`config.mk`:
```
export PLATFORM = sky130hd
export DESIGN_NAME = ray_combine_gcd_reduce
export DESIGN_NICKNAME = d
export VERILOG_FILES = /design/src/sv/rcgr_pkg.sv /design/src/sv/ray_combine_gcd_reduce.sv
export SDC_FILE = /design/constraint.sdc
export NUM_CORES = 2
export LEC_CHECK = 0
export BUFFER_PORTS_ARGS = -buffer_cell sky130_fd_sc_hd__buf_2
export CAP_MARGIN = 20
export CORE_ASPECT_RATIO = 0.5
export CORE_UTILIZATION = 39
export DETAILED_ROUTE_END_ITERATION = 12
export PLACE_DENSITY = 0.52
export SLEW_MARGIN = 5
export SYNTH_ARGS = -nofsm -noshare
export SYNTH_HDL_FRONTEND = slang
export SYNTH_SLANG_ARGS = --single-unit
```
`constraint.sdc`:
```
create_clock -name clk -period 8.27 [get_ports clk]
set_clock_uncertainty 0.2 [all_clocks]
set_input_delay 0 -clock clk [delete_from_list [all_inputs] [get_ports clk]]
set_output_delay 0 -clock clk [all_outputs]
set_load 0.005 [all_outputs]
```
`src/sv/rcgr_pkg.sv`:
```
// ----------------------------------------------------------------------------
// rcgr_pkg
// Shared widths and status codes for the ray combination gcd reducer.
// ----------------------------------------------------------------------------
package rcgr_pkg;
  localparam int CoordW = 12;
  localparam int DistW  = 14;
  localparam int CombW  = 26;
  localparam int MagW   = 25;

  typedef enum logic [1:0] {
    ST_OK        = 2'd0,
    ST_WRONG_SIG = 2'd1,
    ST_ALL_ZERO  = 2'd2
  } status_t;
endpackage

```
`src/sv/ray_combine_gcd_reduce.sv`:
```
// ----------------------------------------------------------------------------
// ray_combine_gcd_reduce
// Buffers coordinate pairs of two rays and combines them on the last pair.
// The combined vector is then reduced by the gcd of its coordinates.
// A non-last word is only buffered. A last word combines each buffered pair
// (read, multiply, write), folds each coordinate into the gcd by Euclid
// remainder steps, then divides each coordinate by the gcd for output.
// Reset clears control state only; the ray memories are not cleared.
// ----------------------------------------------------------------------------
module ray_combine_gcd_reduce
  import rcgr_pkg::*;
#(
  parameter int RAY_DIM = 63
) (
  input  logic                     clk,
  input  logic                     rst,
  input  logic                     in_valid,
  output logic                     in_stall,
  input  logic signed [CoordW-1:0] pos_coord,
  input  logic signed [CoordW-1:0] neg_coord,
  input  logic signed [DistW-1:0]  pos_distance,
  input  logic signed [DistW-1:0]  neg_distance,
  input  logic                     last_pair,
  output logic                     out_valid,
  input  logic                     out_stall,
  output logic signed [CombW-1:0]  coord_out,
  output logic                     last_out,
  output logic [1:0]               status
);

  localparam int IdxW = $clog2(RAY_DIM);
  localparam int CntW = $clog2(RAY_DIM + 1);

  typedef enum logic [3:0] {
    S_LOAD, S_CRD, S_CMUL, S_CWR, S_GRD, S_GCHK, S_MOD, S_DRD, S_DIV, S_OUT
  } state_t;

  // Memories: raw rays and the combined vector.
  logic [2*CoordW-1:0] ray_mem [RAY_DIM];
  logic [CombW-1:0]    comb_mem [RAY_DIM];
  logic [2*CoordW-1:0] ray_rd;
  logic [CombW-1:0]    comb_rd;

  state_t                  state;
  logic [CntW-1:0]         coord_count;
  logic [CntW-1:0]         n;
  logic [CntW-1:0]         idx;
  logic signed [DistW:0]   pd;
  logic signed [DistW:0]   nd;
  logic signed [CombW-1:0] prod_a;
  logic signed [CombW-1:0] prod_b;
  logic [MagW-1:0]         running_gcd;
  // Shared restoring divider: quotient/dividend in dq, remainder in rem.
  logic [MagW-1:0]         dq;
  logic [MagW:0]           rem;
  logic [MagW-1:0]         dvs;
  logic [4:0]              step;
  logic                    neg_q;
  logic                    any_nz;

  logic [MagW:0] trial;
  logic [MagW:0] rem_sh;
  logic          accept;
  logic [MagW-1:0] comb_mag;

  assign accept   = in_valid && !in_stall;
  assign in_stall = (state != S_LOAD);
  assign rem_sh   = {rem[MagW-1:0], dq[MagW-1]};
  assign trial    = rem_sh - {1'b0, dvs};
  assign comb_mag = comb_rd[CombW-1] ? MagW'(-comb_rd) : comb_rd[MagW-1:0];

  always_ff @(posedge clk) begin
    if (accept && coord_count < CntW'(RAY_DIM)) begin
      ray_mem[coord_count[IdxW-1:0]] <= {pos_coord, neg_coord};
    end
    ray_rd <= ray_mem[idx[IdxW-1:0]];
    if (state == S_CWR) begin
      comb_mem[idx[IdxW-1:0]] <= CombW'(prod_a + prod_b);
    end
    comb_rd <= comb_mem[idx[IdxW-1:0]];
  end

  always_ff @(posedge clk) begin
    if (rst) begin
      state       <= S_LOAD;
      coord_count <= '0;
      out_valid   <= 1'b0;
      idx         <= '0;
    end else begin
      case (state)
        S_LOAD: begin
          if (accept) begin
            if (last_pair) begin
              n  <= (coord_count < CntW'(RAY_DIM)) ? coord_count + 1'b1 : coord_count;
              coord_count <= '0;
              pd <= (DistW+1)'(pos_distance);
              nd <= -(DistW+1)'(neg_distance);
              idx <= '0;
              any_nz <= 1'b0;
              running_gcd <= '0;
              if (pos_distance <= 0 || neg_distance >= 0) begin
                coord_out <= '0;
                last_out  <= 1'b1;
                status    <= ST_WRONG_SIG;
                out_valid <= 1'b1;
                state     <= S_OUT;
              end else begin
                state <= S_CRD;
              end
            end else if (coord_count < CntW'(RAY_DIM)) begin
              coord_count <= coord_count + 1'b1;
            end
          end
        end
        S_CRD: state <= S_CMUL;
        S_CMUL: begin
          // Multiply against the registered read word.
          prod_a <= CombW'(nd) * CombW'($signed(ray_rd[2*CoordW-1:CoordW]));
          prod_b <= CombW'(pd) * CombW'($signed(ray_rd[CoordW-1:0]));
          state  <= S_CWR;
        end
        S_CWR: begin
          if (idx + 1'b1 == n) begin
            idx   <= '0;
            state <= S_GRD;
          end else begin
            idx   <= idx + 1'b1;
            state <= S_CRD;
          end
        end
        S_GRD: state <= S_GCHK;
        S_GCHK: begin
          // Fold one coordinate into the running gcd.
          if (running_gcd == MagW'(1)) begin
            idx <= '0;
            state <= S_DRD;
          end else if (comb_mag == '0) begin
            if (idx + 1'b1 == n) begin
              idx <= '0;
              state <= S_DRD;
            end else begin
              idx <= idx + 1'b1;
              state <= S_GRD;
            end
          end else if (running_gcd == '0) begin
            running_gcd <= comb_mag;
            if (idx + 1'b1 == n) begin
              idx <= '0;
              state <= S_DRD;
            end else begin
              idx <= idx + 1'b1;
              state <= S_GRD;
            end
          end else begin
            dq <= running_gcd;
            dvs <= comb_mag;
            rem <= '0;
            step <= '0;
            state <= S_MOD;
          end
        end
        S_MOD: begin
          if (step == 5'(MagW - 1)) begin
            if (trial[MagW] ? (rem_sh == '0) : (trial == '0)) begin
              running_gcd <= dvs;
              if (idx + 1'b1 == n) begin
                idx <= '0;
                state <= S_DRD;
              end else begin
                idx <= idx + 1'b1;
                state <= S_GRD;
              end
            end else begin
              dq <= dvs;
              dvs <= trial[MagW] ? rem_sh[MagW-1:0] : trial[MagW-1:0];
              rem <= '0;
              step <= '0;
            end
          end else begin
            if (trial[MagW]) rem <= rem_sh;
            else rem <= trial;
            dq <= {dq[MagW-2:0], ~trial[MagW]};
            step <= step + 1'b1;
          end
        end
        S_DRD: begin
          if (running_gcd == '0) begin
            coord_out <= '0;
            last_out <= 1'b1;
            status <= ST_ALL_ZERO;
            out_valid <= 1'b1;
            state <= S_OUT;
          end else if (any_nz) begin
            // Read data now valid: start exact division.
            dq <= comb_mag;
            neg_q <= comb_rd[CombW-1];
            dvs <= running_gcd;
            rem <= '0;
            step <= '0;
            state <= S_DIV;
          end else begin
            any_nz <= 1'b1;
          end
        end
        S_DIV: begin
          if (trial[MagW]) rem <= rem_sh;
          else rem <= trial;
          dq <= {dq[MagW-2:0], ~trial[MagW]};
          step <= step + 1'b1;
          if (step == 5'(MagW - 1)) begin
            coord_out <= neg_q ? -CombW'({dq[MagW-2:0], ~trial[MagW]})
                               : CombW'({dq[MagW-2:0], ~trial[MagW]});
            last_out <= (idx + 1'b1 == n);
            status <= ST_OK;
            out_valid <= 1'b1;
            state <= S_OUT;
          end
        end
        S_OUT: begin
          if (!out_stall) begin
            out_valid <= 1'b0;
            if (last_out) begin
              state <= S_LOAD;
            end else begin
              idx <= idx + 1'b1;
              any_nz <= 1'b0;
              state <= S_DRD;
            end
          end
        end
        default: state <= S_LOAD;
      endcase
    end
  end

endmodule

```
======== Yosys cells after proc, flatten, opt, wreduce, memory -nomap -nowiden ========
Memory sizes are Yosys's and may differ from the RTL's. A register that Yosys moved wholly into a read port is not among the register bits.
Cells that the tools add are included.
W data, S select, Z words.
storage, ports and cells
  register bits ........................... 240
  memory bits (writable) .................. 3150
  input port bits ......................... 57
  output and inout bits ................... 31
  memories ................................ 2
operators by class
  $add $sub $neg .......................... 8
  multipliers ............................. 2
  $lt $le $gt $ge ......................... 3
  equal/unequal tests ..................... 31
  muxes and demuxes ....................... 105
  bitwise operators ....................... 3
  reductions and logical operators ........ 29
memories
  memory    words  width  rd ports  clocked after memory_dff  wr ports  line                          source
  comb_mem  63     26     1         1                         1         ray_combine_gcd_reduce.sv:40  logic [CombW-1:0] comb_mem [RAY_DIM];
  ray_mem   63     24     1         1                         1         ray_combine_gcd_reduce.sv:39  logic [2*CoordW-1:0] ray_mem [RAY_DIM];
operator list
  kind                   number
  $mux W25               31
  $pmux W25 S4           2
  $mux W26               6
  $pmux W25 S3           2
  $pmux W26 S3           1
  $mux W6                12
  $logic_not A26 Y1      2
  $logic_not A25 Y1      2
  $mux W4                12
  $pmux W4 S10           1
  $mux W5                7
  $ne A2 B2 Y1 const B   16
  $pmux W6 S5            1
  $reduce_and A7 Y1      4
  $add A26 B26 Y26       1
  $mul A14 B12 Y26       1
  $mul A15 B12 Y26       1
  $neg A25 Y26           1
  $sub A26 B25 Y26       1
  $eq A25 B1 Y1 const B  1
  $neg A25 Y25           1
  $pmux W5 S4            1
  $reduce_and A9 Y1      2
  $mux W1                17
  other kinds (30)       55

======== Logic depth before layout (Yosys ltp) ========
  depth after elaboration ................. 7
  depth in mapped cells ................... 23

======== Worst setup path before layout ========
OpenSTA, ideal clock, no wires.
  path kind ............................... reg-to-reg
  start point ............................. register prod_a[3]
  end point ............................... memory comb_mem[0][25], data pin
  data arrival time ....................... 7.713 ns
  data required time ...................... 6.803 ns
  slack ................................... -0.910 ns
  cell stages (with the launch flop) ...... 12
  period minus slack after synthesis ...... 9.180 ns
  cell sequence ........................... edfxtp_1 ha_1 a21o_1 a21oi_1 nand3_1 o21ai_0 o2111ai_1 nand3_1 a21oi_1 o31ai_1 mux2i_1 a2111oi_0
between the ends
  cells in the longest elaborated chain, start to end .. 1
RTL lines
  item                    line                           source
  start, declared         ray_combine_gcd_reduce.sv:50   logic signed [CombW-1:0] prod_a;
  start signal, assigned  ray_combine_gcd_reduce.sv:118  prod_a <= CombW'(nd) * CombW'($signed(ray_rd[2*CoordW-1:CoordW]));
  $add A26 B26 Y26        ray_combine_gcd_reduce.sv:78   comb_mem[idx[IdxW-1:0]] <= CombW'(prod_a + prod_b);
  end, declared           ray_combine_gcd_reduce.sv:40
No other way between the ends.

======== Worst setup path after layout ========
  start point ............................. register nd[6]
  end point ............................... register prod_a[24], data pin
between the ends
  cells in the longest elaborated chain, start to end .. 1
RTL lines
  item                    line                           source
  start, declared         ray_combine_gcd_reduce.sv:49   logic signed [DistW:0] nd;
  start signal, assigned  ray_combine_gcd_reduce.sv:97   nd <= -(DistW+1)'(neg_distance);
  $mul A15 B12 Y26        ray_combine_gcd_reduce.sv:118
No other way between the ends.
A chain may end at the register's enable or synchronous reset.

==> metrics list <==
- TritonCTS built the clock tree.
- Cell internal pwr: ~46 mW
- Largest net degree at the start of global routing: 89
* Fraction of the cycle the final worst path needs: 0.796
* Setup violators final: 0
- The clock drives 3,440 sinks.
* Count of hold buffers inserted by post-cts repair: 105
- Of the total power, the share spent switching nets is 0.396.
- Number of instances on the worst hold path: 6
- In the post-route analysis, the smallest setup slack over all paths is 1.69 ns.
- The initial utilization of the core area, before any placement, comes to 0.393.
* Final routed wire length divided by cell count: roughly 33 um
- Placer Congestion: 0.841
* Count of final max-slew check failures: 0
- Worst voltage drop across the vdd grid: approximately 0.0014 V
- Number of setup buffers added after CTS: 0
- Status: complete, no violations
- Number of cells on the worst reg-to-reg path: 22
* Final routed wirelength across all metal layers: 476,000 um
- For this design the total switching power over the nets is 29.9 mW.
- In this run the mean area of a mapped cell was 15.9 um2.
* Pin slew with the least headroom to its limit: 1.35 ns
- Yosys mapped a number of flops with a built-in enable equal to between 3k and 4k.
- Horizontal die dimension: 856 um
* Number of gates given a new drive strength after cts: 0
- Power spread over the standard cell area amounts to 468 mW/mm2.
- Of all nets on the critical path, the largest fanout is 12.
* Synth Net Count: 9,494
- First-pass GRT wire length: between 600,000 and 700,000 um
* Part of the total power dissipated in the clock network: 0.196
* Async set or reset register ratio after synthesis: 0
- For the worst-skew pair, the clock arrives at the later sink with an insertion delay of roughly 0.95 ns.
* Cell Count, Final, Fillers Out: between 10k and 15k
- In the final design database the tool counted ~9.8k nets.
* DIE HEIGHT: 429 um
- Fraction of power consumed by sequential logic: 0.346
- Counting flops and latches in the post-synthesis netlist gives ~3.4k.
* Synth warnings: 0
- Across every metal layer, demand over resource in global routing totals 0.251.
- In this run the worst hold path is classified as in -> reg.
- Once detailed placement completed, the half-perimeter wirelength came to 284,000 um.
* Total Neg Setup Slack: 0 ns
- The area growth from synthesis to layout is 13.7%.
* Via count: 86.7k
* DRC violation count after routing: 0
- Post-layout min period: 6.58 ns
* Post-synthesis sequential area ratio: 0.722
* Crit path launch type: flop
- The hold violation total from the final report came to 0.
- The worst setup path is of the reg -> reg kind.
- Combinational Power Share: 0.459
- After technology mapping, the gate count stands at 8,946.
* Fraction of layout instances using a drive strength above 1: 0.122
- Number of instances in the placed design: 13.6k
* Netlist area before placement: about 0.14 mm2
- At the placement stage, the worst setup path has a slack of 1.68 ns.
- Vias per cell: 6.06
- After clock tree synthesis, the clock-pin slew on the worst setup and hold paths is 0.06 ns.
* Max-cap violation count: 0
* Clock root cell: sky130_fd_sc_hd__clkbuf_16
- Congestion Overflow GR: 0
* Level count of the clock H-tree: 5
* Static Leakage: 51.9 nW
- Setup repair after global routing left no endpoint under its margin.
- Before antenna repair, the detailed router went through 6 iterations.
* Setup slack, reg-to-reg: between 1.5 and 2 ns
- In this run the tool buffered the top-level ports with 87 buffer cells.
* Number of violations reported at the end of detailed-routing iteration 0: 11.9k
- Antenna violations before repair: 59
- The number of clock buffers added by TritonCTS is 324.
* Row count: 156
- 88 I/O pins were placed.
- STA classifies the critical path endpoint as a flop.
- The count of nets left with antenna violations once routing finished came out at 0.
* FMAX: 152 MHz
* Vias in the first global route: 82.9k
- Once layout is complete, the utilization of the core stands at 0.446.
* Post-synthesis cell type count: around 80
- Among all flip-flop cells after synthesis, the most frequent one is sky130_fd_sc_hd__edfxtp_1.
- At the worst endpoint, the arrival time is 7.04 ns.
- The die covers ~0.37 mm2.
- Slew HR: 0.0958
- Placeable core region: 0.362 mm2
* Fillers: 31.5k
- Critical Path RT: between 8 and 9 ns
- The longest clock path from root to sink contains 4 buffers.
-- synth_stat cells (167+ instances only) --
| library cell | number | area share |
|---|---|---|
| sky130_fd_sc_hd__a21oi_1 | 183 | 0.0064 |
| sky130_fd_sc_hd__ha_1 | 167 | 0.015 |
| sky130_fd_sc_hd__fa_1 | 324 | 0.046 |
| sky130_fd_sc_hd__a22oi_1 | 939 | 0.050 |
| sky130_fd_sc_hd__nor2_1 | 407 | 0.011 |
| sky130_fd_sc_hd__a22o_1 | 177 | 0.011 |
| sky130_fd_sc_hd__clkbuf_1 | 392 | 0.010 |
| sky130_fd_sc_hd__a31oi_1 | 177 | 0.0078 |
| sky130_fd_sc_hd__inv_1 | 442 | 0.012 |
| sky130_fd_sc_hd__edfxtp_1 | 3373 | 0.71 |
| sky130_fd_sc_hd__nand2_1 | 394 | 0.010 |
| sky130_fd_sc_hd__a221oi_1 | 243 | 0.015 |
-- cells in the final DEF (no fill, tap or decap), drive strengths merged, types with 41 or more instances in the layout --
| master | instances |
|---|---|
| nand4 | 85 |
| mux2i | 83 |
| inv | 457 |
| a41oi | 64 |
| mux2 | 91 |
| fa | 324 |
| dlygate4sd3 | 105 |
| a221oi | 243 |
| xnor2 | 78 |
| clkbuf | 406 |
| dfxtp | 67 |
| clkinv | 126 |
| a31oi | 177 |
| a222oi | 68 |
| a22o | 177 |
| edfxtp | 3373 |
| nand3 | 96 |
| buf | 379 |
| o21ai | 163 |
| nor4 | 65 |
| nand2 | 394 |
| o221ai | 41 |
| a21oi | 183 |
| nor2 | 407 |
| nor3 | 50 |
| xor2 | 77 |
| ha | 167 |
| a22oi | 939 |
| and2 | 123 |
-- flip-flops by register name, indices dropped and copies added, names as in the netlist --
signal	cells
neg_q	1
last_out	1
coord_count	6
prod_b	26
step	5
prod_a	26
n	6
coord_out	26
ray_rd	24
idx	6
dq	25
comb_rd	26
out_valid	1
comb_mem	1638
state	4
any_nz	1
pd	14
running_gcd	25
rem	25
nd	15
ray_mem	1512
dvs	25
status	2
-- metrics by stage --
stage	hold slack, ns	total power [mW]	cell area, um2
finish	0.0901	75.6	162000
global route	0.0969	80.1	162000
CTS	0.00225	75.8	162000
detailed placement	-0.00757	60.9	150000
global placement	-0.00437	60.7	150000
floorplan	-0.101	48.7	142000
-- final cells by class --
cell class	count	area, um2	share of cell area
clock inverter	167	1460	0.00903
multi-input combinational	4528	37100	0.230
clock buffer	406	8610	0.0533
antenna	8	20.0	0.000124
inverter	444	1670	0.0103
tap	4819	6030	0.0373
sequential	3440	103000	0.635
timing repair buffer	484	4120	0.0255
-- power groups by stage --
stage	combinational, mW	sequential [mW]	clock (mW)
floorplan	22.4	26.4	0
global route	38.4	26.2	15.5
finish	34.7	26.1	14.8
detailed placement	34.4	26.5	0
global placement	34.2	26.5	0
CTS	34.8	26.1	14.9
-- path summary, 6_finish.rpt --
path	from	to
max reg2reg	nd[6]	prod_a[24]
max	nd[6]	prod_a[24]
min	neg_distance[0]	nd[5]
min reg2reg	out_valid	out_valid
-- logic make-up after synthesis --
group | count (synthesis) | share of synthesized area
multiplexers | 187 | 0.0151
AO/OA/AOI/OAI | 2320 | 0.122
flip-flops | 3440 | 0.722
buffers and inverters | 978 | 0.0259
AND/OR/NAND/NOR | 1375 | 0.0457
XOR/XNOR | 155 | 0.00955
adder cells (fa/ha/maj) | 491 | 0.0603
-- critical path: stages (launching register included) --
cell and delay (ns):
sky130_fd_sc_hd__edfxtp_1 0.73, sky130_fd_sc_hd__nand2_1 0.16, sky130_fd_sc_hd__fa_1 0.57, sky130_fd_sc_hd__inv_1 0.04, sky130_fd_sc_hd__ha_1 0.27, sky130_fd_sc_hd__inv_1 0.05, sky130_fd_sc_hd__fa_1 0.51, sky130_fd_sc_hd__inv_1 0.05
sky130_fd_sc_hd__ha_1 0.26, sky130_fd_sc_hd__inv_1 0.04, sky130_fd_sc_hd__fa_1 0.52, sky130_fd_sc_hd__inv_1 0.06, sky130_fd_sc_hd__ha_1 0.27, sky130_fd_sc_hd__a21o_1 0.19, sky130_fd_sc_hd__a21o_1 0.20, sky130_fd_sc_hd__a21oi_1 0.22
sky130_fd_sc_hd__o31ai_1 0.15, sky130_fd_sc_hd__a2111oi_0 0.60, sky130_fd_sc_hd__nor3b_1 0.23, sky130_fd_sc_hd__a221o_1 0.45, sky130_fd_sc_hd__a211o_1 0.27, sky130_fd_sc_hd__a21oi_1 0.18, sky130_fd_sc_hd__xnor2_1 0.08
-- routing by layer --
| layer | vias up | GRT usage | wire (um) |
|---|---|---|---|
| met5 | - | 0 | 127 |
| met4 | 20 | 0.0692 | 14400 |
| met3 | 647 | 0.0498 | 44900 |
| met2 | 4152 | 0.374 | 208000 |
| met1 | 45700 | 0.377 | 209000 |
| li1 | 36100 | - | - |
(Power assumes the default switching activity.)
